**src/design/vlpc_pkg.sv**
```systemverilog
// ---------------------------------------------------------------------------
// vlpc_pkg: shared types and constants for the versioned LRU placement cache
// Request and entry layouts, status codes, request kinds, back-end states.
// ---------------------------------------------------------------------------
`timescale 1ns / 1ps
`default_nettype none

package vlpc_pkg;

    localparam int DEFAULT_ENTRIES = 16;
    localparam int KEY_W           = 64;
    localparam int FRAME_W         = 32;
    localparam int CNT32_W         = 32;
    localparam int STATUS_W        = 3;
    localparam int SLOT_W          = 4;
    localparam int FILL_OUT_W      = 5;
    localparam int CAP_W           = 5;
    localparam int PADDR_W         = 3;
    localparam int PDATA_W         = 32;
    localparam logic [CAP_W-1:0] CAP_RESET = 5'd16;

    // Register index of capacity (byte address 4 * index)
    localparam logic REG_CAPACITY = 1'b0;

    typedef enum logic [STATUS_W-1:0] {
        ST_REJECT = 3'd0,
        ST_HIT    = 3'd1,
        ST_INSERT = 3'd2,
        ST_UPDATE = 3'd3,
        ST_CLEAR  = 3'd4
    } status_t;

    typedef enum logic [1:0] {
        KIND_REJECT  = 2'd0,
        KIND_RESOLVE = 2'd1,
        KIND_CLEAR   = 2'd2
    } kind_t;

    typedef enum logic [1:0] {
        BK_IDLE = 2'd0,
        BK_SCAN = 2'd1,
        BK_DONE = 2'd2
    } back_state_t;

    typedef struct packed {
        kind_t              kind;
        logic [KEY_W-1:0]   identity;
        logic [KEY_W-1:0]   transform;
        logic [KEY_W-1:0]   content;
        logic [FRAME_W-1:0] frame;
    } req_t;

    typedef struct packed {
        logic [KEY_W-1:0]   identity;
        logic [KEY_W-1:0]   transform;
        logic [KEY_W-1:0]   content;
        logic [FRAME_W-1:0] frame;
    } entry_t;

    typedef struct packed {
        status_t               status;
        logic [SLOT_W-1:0]     slot;
        logic                  evicted;
        logic [FILL_OUT_W-1:0] entry_count;
        logic [CNT32_W-1:0]    hit_count;
        logic [CNT32_W-1:0]    miss_count;
        logic [CNT32_W-1:0]    update_count;
        logic [CNT32_W-1:0]    eviction_count;
    } result_t;

    // Saturating increment of a statistics counter
    function automatic logic [CNT32_W-1:0] sat_inc(input logic [CNT32_W-1:0] x);
        logic [CNT32_W-1:0] r;
        r = (x == '1) ? x : x + 1'b1;
        return r;
    endfunction

endpackage

`default_nettype wire

```
**src/design/versioned_lru_placement_cache.sv**
```systemverilog
// ---------------------------------------------------------------------------
// versioned_lru_placement_cache: fully associative versioned LRU cache
// Usage:
//   Input channel (in_valid / in_stall) carries one request word: a resolve
//   (mode 0) or a table clear (mode 1). Output channel (out_valid /
//   out_stall) returns exactly one result word per request, in order.
//   A two-word queue sits between intake and the table walk, so requests
//   are taken while a result still waits in the output register.
//   A resolve walks the entry RAM one entry per cycle over its single read
//   port; clear and rejected requests skip the walk. The back end takes
//   the next request from the queue only once the current result is loaded.
//   Capacity sits at byte address 0 of the APB port; write it only while
//   the block is idle.
//   Reset empties the table, zeroes all counters and sets capacity to 16.
//   The entry RAM itself is not cleared; valid bits guard it.
//   While out_stall is high the result word holds, the walk finishes into
//   the waiting state, and in_stall rises once the queue fills.
// ---------------------------------------------------------------------------
`timescale 1ns / 1ps
`default_nettype none

module versioned_lru_placement_cache #(
    parameter int ENTRIES = vlpc_pkg::DEFAULT_ENTRIES
) (
    input  wire logic                          clk,
    input  wire logic                          rst_n,
    input  wire logic                          psel,
    input  wire logic                          penable,
    input  wire logic                          pwrite,
    input  wire logic [vlpc_pkg::PADDR_W-1:0]  paddr,
    input  wire logic [vlpc_pkg::PDATA_W-1:0]  pwdata,
    output logic      [vlpc_pkg::PDATA_W-1:0]  prdata,
    output logic                               pready,
    input  wire logic                          in_valid,
    output logic                               in_stall,
    input  wire logic                          mode,
    input  wire logic [vlpc_pkg::KEY_W-1:0]    identity,
    input  wire logic [vlpc_pkg::KEY_W-1:0]    transform_version,
    input  wire logic [vlpc_pkg::KEY_W-1:0]    content_version,
    input  wire logic [vlpc_pkg::FRAME_W-1:0]  frame_number,
    input  wire logic                          has_anchors,
    output logic                               out_valid,
    input  wire logic                          out_stall,
    output logic [vlpc_pkg::STATUS_W-1:0]      status,
    output logic [vlpc_pkg::SLOT_W-1:0]        slot,
    output logic                               evicted,
    output logic [vlpc_pkg::FILL_OUT_W-1:0]    entry_count,
    output logic [vlpc_pkg::CNT32_W-1:0]       hit_count,
    output logic [vlpc_pkg::CNT32_W-1:0]       miss_count,
    output logic [vlpc_pkg::CNT32_W-1:0]       update_count,
    output logic [vlpc_pkg::CNT32_W-1:0]       eviction_count
);
    import vlpc_pkg::*;

    logic [CAP_W-1:0] capacity_reg;
    logic             q_valid;
    logic             q_pop;
    req_t             q_item;
    result_t          result;

    // Configuration register
    assign pready = 1'b1;
    assign prdata = (paddr[2] == REG_CAPACITY) ? PDATA_W'(capacity_reg) : '0;

    always_ff @(posedge clk or negedge rst_n)
    begin
        if (!rst_n)
        begin
            capacity_reg <= CAP_RESET;
        end
        else if (psel && penable && pwrite && pready && paddr[2] == REG_CAPACITY)
        begin
            capacity_reg <= pwdata[CAP_W-1:0];
        end
    end

    vlpc_front u_front (
        .clk               (clk),
        .rst_n             (rst_n),
        .in_valid          (in_valid),
        .in_stall          (in_stall),
        .mode              (mode),
        .identity          (identity),
        .transform_version (transform_version),
        .content_version   (content_version),
        .frame_number      (frame_number),
        .has_anchors       (has_anchors),
        .q_valid           (q_valid),
        .q_item            (q_item),
        .q_pop             (q_pop)
    );

    vlpc_back #(
        .ENTRIES (ENTRIES)
    ) u_back (
        .clk       (clk),
        .rst_n     (rst_n),
        .capacity  (capacity_reg),
        .q_valid   (q_valid),
        .q_item    (q_item),
        .q_pop     (q_pop),
        .out_valid (out_valid),
        .out_stall (out_stall),
        .result    (result)
    );

    // Unpack the result word
    assign status         = result.status;
    assign slot           = result.slot;
    assign evicted        = result.evicted;
    assign entry_count    = result.entry_count;
    assign hit_count      = result.hit_count;
    assign miss_count     = result.miss_count;
    assign update_count   = result.update_count;
    assign eviction_count = result.eviction_count;

endmodule

`default_nettype wire

```
**src/design/vlpc_ram.sv**
```systemverilog
// ---------------------------------------------------------------------------
// vlpc_ram: generic single-write, single-read RAM
// One write port and one read port with registered read data.
// ---------------------------------------------------------------------------
`timescale 1ns / 1ps
`default_nettype none

module vlpc_ram #(
    parameter int WIDTH = 8,
    parameter int DEPTH = 16
) (
    input  wire logic                                  clk,
    input  wire logic                                  wr_en,
    input  wire logic [((DEPTH > 1) ? $clog2(DEPTH) : 1)-1:0] wr_addr,
    input  wire logic [WIDTH-1:0]                      wr_data,
    input  wire logic [((DEPTH > 1) ? $clog2(DEPTH) : 1)-1:0] rd_addr,
    output logic      [WIDTH-1:0]                      rd_data
);

    logic [WIDTH-1:0] mem [DEPTH];

    // Write port and registered read port
    always_ff @(posedge clk)
    begin
        if (wr_en)
        begin
            mem[wr_addr] <= wr_data;
        end
        rd_data <= mem[rd_addr];
    end

endmodule

`default_nettype wire

```
**src/design/vlpc_front.sv**
```systemverilog
// ---------------------------------------------------------------------------
// vlpc_front: request intake and classification
// Accepts request words, classifies them, and queues them for the back end.
// ---------------------------------------------------------------------------
`timescale 1ns / 1ps
`default_nettype none

module vlpc_front (
    input  wire logic                     clk,
    input  wire logic                     rst_n,
    input  wire logic                     in_valid,
    output logic                          in_stall,
    input  wire logic                     mode,
    input  wire logic [vlpc_pkg::KEY_W-1:0]   identity,
    input  wire logic [vlpc_pkg::KEY_W-1:0]   transform_version,
    input  wire logic [vlpc_pkg::KEY_W-1:0]   content_version,
    input  wire logic [vlpc_pkg::FRAME_W-1:0] frame_number,
    input  wire logic                     has_anchors,
    output logic                          q_valid,
    output vlpc_pkg::req_t                q_item,
    input  wire logic                     q_pop
);
    import vlpc_pkg::*;

    req_t        slot_reg [2];
    logic        wr_ptr_reg, wr_ptr_next;
    logic        rd_ptr_reg, rd_ptr_next;
    logic [1:0]  count_reg, count_next;
    logic        push;
    logic        pop;
    req_t        incoming;

    // Classify the incoming word
    always_comb
    begin
        incoming.identity  = identity;
        incoming.transform = transform_version;
        incoming.content   = content_version;
        incoming.frame     = frame_number;
        if (mode)
        begin
            incoming.kind = KIND_CLEAR;
        end
        else if (identity != '0 && content_version != '0 && has_anchors)
        begin
            incoming.kind = KIND_RESOLVE;
        end
        else
        begin
            incoming.kind = KIND_REJECT;
        end
    end

    assign in_stall = (count_reg == 2'd2);
    assign push     = in_valid && !in_stall;
    assign q_valid  = (count_reg != 2'd0);
    assign q_item   = slot_reg[rd_ptr_reg];
    assign pop      = q_pop && q_valid;

    // Advance queue pointers and count
    always_comb
    begin
        wr_ptr_next = push ? ~wr_ptr_reg : wr_ptr_reg;
        rd_ptr_next = pop ? ~rd_ptr_reg : rd_ptr_reg;
        count_next  = count_reg + {1'b0, push} - {1'b0, pop};
    end

    always_ff @(posedge clk or negedge rst_n)
    begin
        if (!rst_n)
        begin
            wr_ptr_reg <= 1'b0;
            rd_ptr_reg <= 1'b0;
            count_reg  <= 2'd0;
        end
        else
        begin
            wr_ptr_reg <= wr_ptr_next;
            rd_ptr_reg <= rd_ptr_next;
            count_reg  <= count_next;
        end
    end

    // Store the queued word
    always_ff @(posedge clk)
    begin
        if (push)
        begin
            slot_reg[wr_ptr_reg] <= incoming;
        end
    end

endmodule

`default_nettype wire

```
**src/design/vlpc_back.sv**
```systemverilog
// ---------------------------------------------------------------------------
// vlpc_back: table walk, replacement and statistics
// For a resolve, walks the entry RAM for key match, oldest entry and first
// free slot, then writes the entry; every request loads the result register.
// ---------------------------------------------------------------------------
`timescale 1ns / 1ps
`default_nettype none

module vlpc_back #(
    parameter int ENTRIES = vlpc_pkg::DEFAULT_ENTRIES
) (
    input  wire logic                      clk,
    input  wire logic                      rst_n,
    input  wire logic [vlpc_pkg::CAP_W-1:0] capacity,
    input  wire logic                      q_valid,
    input  wire vlpc_pkg::req_t            q_item,
    output logic                           q_pop,
    output logic                           out_valid,
    input  wire logic                      out_stall,
    output vlpc_pkg::result_t              result
);
    import vlpc_pkg::*;

    localparam int IDX_W = (ENTRIES > 1) ? $clog2(ENTRIES) : 1;
    localparam int CNT_W = $clog2(ENTRIES + 1);
    localparam int CMP_W = (CNT_W > CAP_W) ? CNT_W : CAP_W;
    localparam int WALK_W = IDX_W + 1;

    back_state_t        state_reg, state_next;
    req_t               cur_reg;
    logic [WALK_W-1:0]  walk_reg, walk_next;
    logic               valid_reg [ENTRIES];
    logic [CNT_W-1:0]   fill_reg;
    logic [CNT32_W-1:0] hits_reg, misses_reg, updates_reg, evicts_reg;

    logic               match_found_reg, match_ceq_reg;
    logic [IDX_W-1:0]   match_idx_reg;
    logic               old_found_reg;
    logic [IDX_W-1:0]   old_idx_reg;
    logic [FRAME_W-1:0] old_frame_reg;
    logic               free_found_reg;
    logic [IDX_W-1:0]   free_idx_reg;

    logic               out_valid_reg;
    result_t            result_reg, result_next;

    entry_t             rd_entry;
    entry_t             wr_entry;
    logic               wr_en;
    logic [IDX_W-1:0]   wr_addr;
    logic [IDX_W-1:0]   proc_idx;
    logic               proc_en;
    logic               proc_v;
    logic               out_free;
    logic               finish;
    logic [CMP_W-1:0]   cap_eff;
    logic               full;
    logic [IDX_W-1:0]   target;
    logic               do_evict;

    vlpc_ram #(
        .WIDTH ($bits(entry_t)),
        .DEPTH (ENTRIES)
    ) u_ram (
        .clk     (clk),
        .wr_en   (wr_en),
        .wr_addr (wr_addr),
        .wr_data (wr_entry),
        .rd_addr (walk_reg[IDX_W-1:0]),
        .rd_data (rd_entry)
    );

    assign out_free  = !out_valid_reg || !out_stall;
    assign out_valid = out_valid_reg;
    assign result    = result_reg;
    assign proc_en   = (state_reg == BK_SCAN) && (walk_reg != '0);
    assign proc_idx  = IDX_W'(walk_reg - 1'b1);
    assign proc_v    = valid_reg[proc_idx];
    assign finish    = (state_reg == BK_DONE) && out_free;

    // Clamp capacity to 1..ENTRIES
    always_comb
    begin
        if (capacity == '0)
        begin
            cap_eff = CMP_W'(1);
        end
        else if (CMP_W'(capacity) > CMP_W'(ENTRIES))
        begin
            cap_eff = CMP_W'(ENTRIES);
        end
        else
        begin
            cap_eff = CMP_W'(capacity);
        end
    end

    assign full     = CMP_W'(fill_reg) >= cap_eff;
    assign do_evict = !match_found_reg && full;
    assign target   = match_found_reg ? match_idx_reg :
                      (full ? old_idx_reg : free_idx_reg);

    // Entry write on a resolved request
    always_comb
    begin
        wr_en             = finish && (cur_reg.kind == KIND_RESOLVE);
        wr_addr           = target;
        wr_entry.identity  = cur_reg.identity;
        wr_entry.transform = cur_reg.transform;
        wr_entry.content   = cur_reg.content;
        wr_entry.frame     = cur_reg.frame;
    end

    // Sequencer: next state, walk counter and queue pop
    always_comb
    begin
        state_next = state_reg;
        walk_next  = walk_reg;
        q_pop      = 1'b0;
        case (state_reg)
            BK_IDLE:
            begin
                walk_next = '0;
                if (q_valid)
                begin
                    q_pop      = 1'b1;
                    state_next = (q_item.kind == KIND_RESOLVE) ? BK_SCAN : BK_DONE;
                end
            end
            BK_SCAN:
            begin
                if (walk_reg == WALK_W'(ENTRIES))
                begin
                    state_next = BK_DONE;
                end
                else
                begin
                    walk_next = walk_reg + 1'b1;
                end
            end
            BK_DONE:
            begin
                if (out_free)
                begin
                    state_next = BK_IDLE;
                end
            end
            default:
            begin
                state_next = BK_IDLE;
            end
        endcase
    end

    always_ff @(posedge clk or negedge rst_n)
    begin
        if (!rst_n)
        begin
            state_reg <= BK_IDLE;
            walk_reg  <= '0;
        end
        else
        begin
            state_reg <= state_next;
            walk_reg  <= walk_next;
        end
    end

    // Hold the current request
    always_ff @(posedge clk)
    begin
        if (q_pop)
        begin
            cur_reg <= q_item;
        end
    end

    // Walk: track first key match, oldest valid entry, first free slot
    always_ff @(posedge clk or negedge rst_n)
    begin
        if (!rst_n)
        begin
            match_found_reg <= 1'b0;
            old_found_reg   <= 1'b0;
            free_found_reg  <= 1'b0;
        end
        else if (q_pop)
        begin
            match_found_reg <= 1'b0;
            old_found_reg   <= 1'b0;
            free_found_reg  <= 1'b0;
        end
        else if (proc_en)
        begin
            if (proc_v && !match_found_reg &&
                rd_entry.identity == cur_reg.identity &&
                rd_entry.transform == cur_reg.transform)
            begin
                match_found_reg <= 1'b1;
            end
            if (proc_v && (!old_found_reg || rd_entry.frame < old_frame_reg))
            begin
                old_found_reg <= 1'b1;
            end
            if (!proc_v && !free_found_reg)
            begin
                free_found_reg <= 1'b1;
            end
        end
    end

    always_ff @(posedge clk)
    begin
        if (proc_en)
        begin
            if (proc_v && !match_found_reg &&
                rd_entry.identity == cur_reg.identity &&
                rd_entry.transform == cur_reg.transform)
            begin
                match_idx_reg <= proc_idx;
                match_ceq_reg <= (rd_entry.content == cur_reg.content);
            end
            if (proc_v && (!old_found_reg || rd_entry.frame < old_frame_reg))
            begin
                old_idx_reg   <= proc_idx;
                old_frame_reg <= rd_entry.frame;
            end
            if (!proc_v && !free_found_reg)
            begin
                free_idx_reg <= proc_idx;
            end
        end
    end

    // Commit: valid bits, fill, counters, result register
    always_ff @(posedge clk or negedge rst_n)
    begin
        if (!rst_n)
        begin
            for (int i = 0; i < ENTRIES; i++)
            begin
                valid_reg[i] <= 1'b0;
            end
            fill_reg      <= '0;
            hits_reg      <= '0;
            misses_reg    <= '0;
            updates_reg   <= '0;
            evicts_reg    <= '0;
            out_valid_reg <= 1'b0;
        end
        else
        begin
            if (finish)
            begin
                out_valid_reg <= 1'b1;
            end
            else if (out_valid_reg && !out_stall)
            begin
                out_valid_reg <= 1'b0;
            end
            if (finish)
            begin
                case (cur_reg.kind)
                    KIND_CLEAR:
                    begin
                        for (int i = 0; i < ENTRIES; i++)
                        begin
                            valid_reg[i] <= 1'b0;
                        end
                        fill_reg    <= '0;
                        hits_reg    <= '0;
                        misses_reg  <= '0;
                        updates_reg <= '0;
                        evicts_reg  <= '0;
                    end
                    KIND_RESOLVE:
                    begin
                        if (match_found_reg && match_ceq_reg)
                        begin
                            hits_reg <= sat_inc(hits_reg);
                        end
                        else if (match_found_reg)
                        begin
                            misses_reg  <= sat_inc(misses_reg);
                            updates_reg <= sat_inc(updates_reg);
                        end
                        else
                        begin
                            misses_reg       <= sat_inc(misses_reg);
                            valid_reg[target] <= 1'b1;
                            if (do_evict)
                            begin
                                evicts_reg <= sat_inc(evicts_reg);
                            end
                            else
                            begin
                                fill_reg <= fill_reg + 1'b1;
                            end
                        end
                    end
                    default:
                    begin
                    end
                endcase
            end
        end
    end

    // Build the result word for the current request
    always_comb
    begin
        result_next.status         = ST_REJECT;
        result_next.slot           = '0;
        result_next.evicted        = 1'b0;
        result_next.entry_count    = FILL_OUT_W'(fill_reg);
        result_next.hit_count      = hits_reg;
        result_next.miss_count     = misses_reg;
        result_next.update_count   = updates_reg;
        result_next.eviction_count = evicts_reg;
        case (cur_reg.kind)
            KIND_CLEAR:
            begin
                result_next.status         = ST_CLEAR;
                result_next.entry_count    = '0;
                result_next.hit_count      = '0;
                result_next.miss_count     = '0;
                result_next.update_count   = '0;
                result_next.eviction_count = '0;
            end
            KIND_RESOLVE:
            begin
                result_next.slot = SLOT_W'(target);
                if (match_found_reg && match_ceq_reg)
                begin
                    result_next.status    = ST_HIT;
                    result_next.hit_count = sat_inc(hits_reg);
                end
                else if (match_found_reg)
                begin
                    result_next.status       = ST_UPDATE;
                    result_next.miss_count   = sat_inc(misses_reg);
                    result_next.update_count = sat_inc(updates_reg);
                end
                else
                begin
                    result_next.status     = ST_INSERT;
                    result_next.miss_count = sat_inc(misses_reg);
                    if (do_evict)
                    begin
                        result_next.evicted        = 1'b1;
                        result_next.eviction_count = sat_inc(evicts_reg);
                    end
                    else
                    begin
                        result_next.entry_count = FILL_OUT_W'(fill_reg + 1'b1);
                    end
                end
            end
            default:
            begin
                result_next.status = ST_REJECT;
            end
        endcase
    end

    // Result payload, loaded only when the output register is free
    always_ff @(posedge clk)
    begin
        if (finish)
        begin
            result_reg <= result_next;
        end
    end

endmodule

`default_nettype wire

```
**config.mk**
```make
export PLATFORM = sky130hd
export DESIGN_NAME = versioned_lru_placement_cache
export DESIGN_NICKNAME = d
export VERILOG_FILES = /design/src/design/vlpc_pkg.sv /design/src/design/versioned_lru_placement_cache.sv /design/src/design/vlpc_ram.sv /design/src/design/vlpc_front.sv /design/src/design/vlpc_back.sv
export SDC_FILE = /design/constraint.sdc
export NUM_CORES = 2
export LEC_CHECK = 0
export ABC_AREA = 1
export BUFFER_PORTS_ARGS = -buffer_cell sky130_fd_sc_hd__buf_2
export CORE_MARGIN = 5
export CORE_UTILIZATION = 35
export DETAILED_ROUTE_END_ITERATION = 6
export HOLD_SLACK_MARGIN = 0.12
export PLACE_DENSITY = 0.61
export SETUP_SLACK_MARGIN = 0.4
export SYNTH_ARGS = -nofsm -noshare
export SYNTH_HDL_FRONTEND = slang
export SYNTH_SLANG_ARGS = --single-unit
export TNS_END_PERCENT = 1
```
**constraint.sdc**
```tcl
create_clock -name clk -period 49.1 [get_ports clk]
set_clock_uncertainty 0.2 [all_clocks]
set_input_delay 9.82 -clock clk [delete_from_list [all_inputs] [get_ports clk]]
set_output_delay 9.82 -clock clk [all_outputs]
set_load 0.05 [all_outputs]
```
### Word-level counts from Yosys, hierarchy flattened

Memories as Yosys holds them, arrays and structs flattened. A register that Yosys moved wholly into a read port is not among the register bits.
Index checks and enable logic that the tools add are counted.

* output and inout port bits: 176
* flip-flop bits (word level): 581
* bits of input ports: 268
* memories kept: 2
* bits in read-only memories: 0
* RAM bits: 4036
* logic and storage cells: 212
* bits in latches: 0

Memories
* u_back.u_ram.mem: depth 16, bits a word 224, rd ports 1, clocked after memory_dff 1, write ports 1, line vlpc_ram.sv:20 `logic [WIDTH-1:0] mem [DEPTH];`
* u_front.slot_reg: depth 2, bits a word 226, rd ports 1, clocked after memory_dff 0, write ports 1, line vlpc_front.sv:25 `req_t slot_reg [2];`

* bitwise gates (word level): 7
* shift-type cells: 0
* reduce and logical (&&, ||, !) cells: 53
* multipliers: 0
* equality and inequality tests: 20
* order comparisons: 6
* mux-type cells: 66
* divide/modulo/power cells: 0
* $add $sub $neg: 9

Operator list (count)
* $mux 32: 11
* $pmux 133 s2: 1
* $pmux 32 s2: 4
* $eq 64x64->1: 3
* $add 32x1->32 const B: 4
* $eq 32x32->1 const B: 4
* $reduce_bool 64->1: 2
* $mux 96: 1
* $mux 5: 9
* $lt 32x32->1: 1
* $mux 16: 2
* $pmux 16 s2: 1
* $mux 1: 23
* $pmux 5 s2: 2
* $logic_and 1x1->1: 19
* $or 16x16->16: 1
* $reduce_and 2->1: 8
* $reduce_bool 2->1: 8
* $add 5x1->5 const B: 2
* $ge 5x5->1 const B: 2
* $mux 2: 5
* $not 4->5: 2
* $mux 4: 2
* $ne 2x2->1 const B: 4
* 24 further kinds: 40

### Logic depth before layout (Yosys ltp)

* depth in word-level cells: 15
* mapped depth: 16
* gate-level depth less buffers: 16

### Hierarchy

From an unflattened synthesis, not the netlist that was laid out.

* cell total of the unflattened synthesis: 18623
* area total of the unflattened synthesis: 202177.7 µm²

Modules (own cells, without submodules)
* vlpc_ram: cells each 13602, times used 1, area each 153422.1 µm²
* vlpc_back: cells each 3635, times used 1, area each 31113.6 µm²
* vlpc_front: cells each 1321, times used 1, area each 17164.0 µm²
* versioned_lru_placement_cache: cells each 65, times used 1, area each 478.0 µm²

### Worst setup path before layout

No wires, ideal clock.

* kind: input port to flip-flop
* start point: input port out_stall
* end point: memory u_back.u_ram.mem[10][0] (netlist name) (enable)
* data required time: 47.544 ns
* setup time: 1.356 ns
* slack: 12.081 ns
* cell stages on the path: 7
* arrival: 35.463 ns
* path through: nand2_1 -> inv_1 -> nor2_2 -> inv_2 -> nor2_1 -> inv_2 -> nor4_1

* cells in the longest elaborated chain, start to end: 6

Ends and longest elaborated chain
* start, declared: line versioned_lru_placement_cache.sv:43 `input wire logic out_stall,`
* $logic_not 1->1: line vlpc_back.sv:73 `assign out_free = !out_valid_reg || !out_stall;`
* $logic_or 1x1->1: line vlpc_back.sv:73
* $logic_and 1x1->1: line vlpc_back.sv:79 `assign finish = (state_reg == BK_DONE) && out_free;`
* net u_back.finish: line vlpc_back.sv:55 `logic finish;`
* $logic_and 1x1->1: line vlpc_back.sv:106 `wr_en = finish && (cur_reg.kind == KIND_RESOLVE);`
* $mux 1: line vlpc_ram.sv:25 `if (wr_en)`
* $mux 1 (implied by the code): line vlpc_ram.sv:27 `mem[wr_addr] <= wr_data;`
* end, declared: line vlpc_ram.sv:20

The timed path passes the listed nets, and every way through them passes these cells.

### Worst setup path in the final report

* start point: input port paddr[2] (netlist name)
* end point: output port prdata[3] (netlist name)

* cells in the longest elaborated chain, start to end: 1

Ends and longest elaborated chain
* start, declared: line versioned_lru_placement_cache.sv:30 `input wire logic [vlpc_pkg::PADDR_W-1:0] paddr,`
* $mux 5: line versioned_lru_placement_cache.sv:63 `assign prdata = (paddr[2] == REG_CAPACITY) ? PDATA_W'(capacity_reg) : '0;`
* end, declared: line versioned_lru_placement_cache.sv:32 `output logic [vlpc_pkg::PDATA_W-1:0] prdata,`

Every way passes these cells.

==> impl_metrics.tcl <==
set metrics [dict create \
    ys_ff_latch 4841 \
    fp.coreArea_mm2 0.540 \
    cts_buffers 485 \
    first_pass_iters 6 \
    worst_pin_slew_ns 1.30 \
    min-delay-start "u_back.u_ram.rd_data[3]" \
    setup_viol 0 \
    dr.first_iter.drc_count 13000 \
    critPathTopFamily "buffers and inverters" \
    fmax_ghz 0.0492 \
    cts_setup_buffers 0 \
    r2r-end "u_back.u_ram.mem[3][68]" \
    root_buffer "clkbuf_16" \
    nNetsFinal 15300 \
    vias 119000 \
    cts_num_sinks 4841 \
    htreeDepth 5 \
    clkTransAtPathRegs_ns 0.06 \
    synth_top_area_share_pct 70.6 \
    io_buffers 386 \
    dr_wl_met2_um 242000 \
    track_usage_pct 18.0 \
    synth_warnings 0 \
    hold_end "u_back.old_frame_reg[3]" \
    r2r_setup_slack_ns 42.26 \
    fin_ws_ns 28.75 \
    report.final.slew_viol_count 0 \
    hold_path_depth 0 \
    power.density_mw_per_mm2 57.0 \
    min_period_ns 20.35 \
    final_hold_viol_count 0 \
    critical_path_arrival_ns 10.33 \
    post_cts_resized 0 \
    p_leak_nw 72.7 \
    max_stage_delay_ns 0.27 \
    avgSynthCellArea_um2 12.8 \
    cap_viol_max_count 0 \
    instances_no_fill 22600 \
    initial_utilization_pct 35.0 \
    worst-setup-path-type "in -> out" \
    drt-met1-wl_um 220000 \
    synth_cells 14800 \
    ys_top_cells_by_area "edfxtp_1 (71%), o21ai_0 (5.1%), nand2_1 (4.2%)" \
    seq_area_frac_synth_pct 75.2 \
    grt_pass1_vias 113000 \
    vdd_drop_max_v 0.0000849 \
    clkLatencyLatePin_ns 1.07 \
    ant_nets 0 \
    critPathLaunchType "primary input" \
    place_ws_ns 28.75 \
    antenna_found_initial 23 \
    top_layer "met5" \
    worstPathRequired_ns 39.08 \
    outcome "finished, final reports clean" \
    drc 0 \
    hpwl_um 276000 \
    max-slew-margin-rel_pct 13.1 \
    power_w 0.0122 \
    drt-wirelength-per-cell_um 23.0 \
    grt_overflow_total 0 \
    gp_congestion 0.874 \
    fp.dieH_um 745 \
    synth.distinct_cells 49 \
    yosysMostFrequentCell "edfxtp_1" \
    grt_pass1_wl_um 761000 \
    hold_buffers 0 \
    multi_input_area_mm2 0.0415 \
    dieArea_mm2 0.555 \
    finalSetupTns_ns 0 \
    largest_reg_flops 3584 \
    n_fill_cell 50500 \
    regArea_mm2 0.142 \
    area_delta_synth_final_pct 13.5 \
    rsz0062_at_grt "no" \
    grt_start_max_net_pins 208 \
    post_synth_instance_area_mm2 0.189 \
    synth-edff-count 4448 \
    cts_buffer_depth 4 \
    synth-main-ff-cell "edfxtp_1" \
    path_max_fanout 6 \
    num_rows 270 \
    hold_class "reg -> reg" \
    cts_tree "done" \
    crit_path_frequent_cell "buf_2" \
    via_per_inst 5.26 \
    drive_gt1_share_pct 9.27 \
    critPathCaptureType "primary output" \
    synth_largest_area_cell "edfxtp_1" \
    dp.cells 21700 \
    dr_wl_met3_um 39300 \
    rr_worst_depth 16 \
    utilization_pct 39.8 \
    die_w_um 745 \
    yosys-top-cells-count "edfxtp_1 (4448), nand2_1 (2118), nor2_1 (2109)" \
    min_period_over_period_pct 41.4 \
    ios 444 \
    r2r-start "capacity_reg[4]" \
    synthArstFlopShare_pct 3.49 \
    cp.buffers_inverters 2 \
    cpMaxStageDelayCell "buf_2" \
    totalWireLength_um 521000 \
    path_cells "buf_2, nor2_1, buf_2" \
]
## cells by family after synthesis
kind of cell | Yosys count | synth area share, %
and+or+nand+nor | 5140 | 11.0
DFF | 4841 | 75.2
AOI/OAI and AO/OA | 3180 | 9.71
buffers and inverters | 1411 | 2.97
xor gates and xnor gates | 159 | 0.736
adders and majority gates | 49 | 0.324
other | 2 | 0.00397
## report_power, final
part	leakage (nW)	internal, W	switching [W]
sequential	44.6	0.00548	0.000560
combinational	20.3	0.000559	0.00193
clock	7.79	0.00212	0.00159
## worst max-delay path by stage
stage               startpoint                 endpoint  slack, ns  cells after the start
floorplan            out_stall  u_back.u_ram.mem[10][0]      12.08                      7
global placement      paddr[2]                prdata[3]      28.75                      3
detailed placement    paddr[2]                prdata[3]      28.75                      3
CTS                   paddr[2]                prdata[3]      28.75                      3
global route          paddr[2]                prdata[2]      28.70                      3
finish                paddr[2]                prdata[3]      28.75                      3
## through the flow
stage	area, µm²	hold WS (ns)
detailed placement	199000	0.222
finish	215000	0.224
global route	215000	0.229
CTS	215000	0.222
global placement	199000	0.224
floorplan	189000	0.203
## cell type report
type	count	share of cell area [%]
Sequential cell	4841	66.3
Multi-Input combinational cell	8556	19.4
Clock buffer	662	6.21
Tap cell	7208	4.20
Timing Repair Buffer	581	1.76
Clock inverter	251	1.25
Inverter	518	0.927
Antenna cell	17	0.0198
## worst reg2reg max path: cells and delay by family (launching register included)
family | cells | cell delay, ns
adders and majority gates | 1 | 0.34
buffers and inverters | 7 | 3.57
DFF | 1 | 0.52
and+or+nand+nor | 8 | 1.84
## layer usage
layer,track usage (%),up-vias
li1,-,54300
met1,24.9,59200
met2,28.8,4637
met3,2.53,864
met4,6.66,10
met5,0,-
## placed cells by master, fill, tap and decap left out, drive strengths merged, types with 100 or more instances in the layout
cell / Yosys / routed
inv: 516 / 535
o21ai: 2006 / 2006
o211ai: 140 / 140
edfxtp: 4448 / 4448
nand4: 132 / 132
o221ai: 339 / 339
buf: 232 / 581
dfxtp: 224 / 224
dfrtp: 168 / 168
xor2: 100 / 100
nand2: 2123 / 2123
nor2: 2122 / 2122
clkbuf: 661 / 662
o22ai: 613 / 613
clkinv: 2 / 175
nand3: 588 / 588
Power figures use the tool's default switching activity.
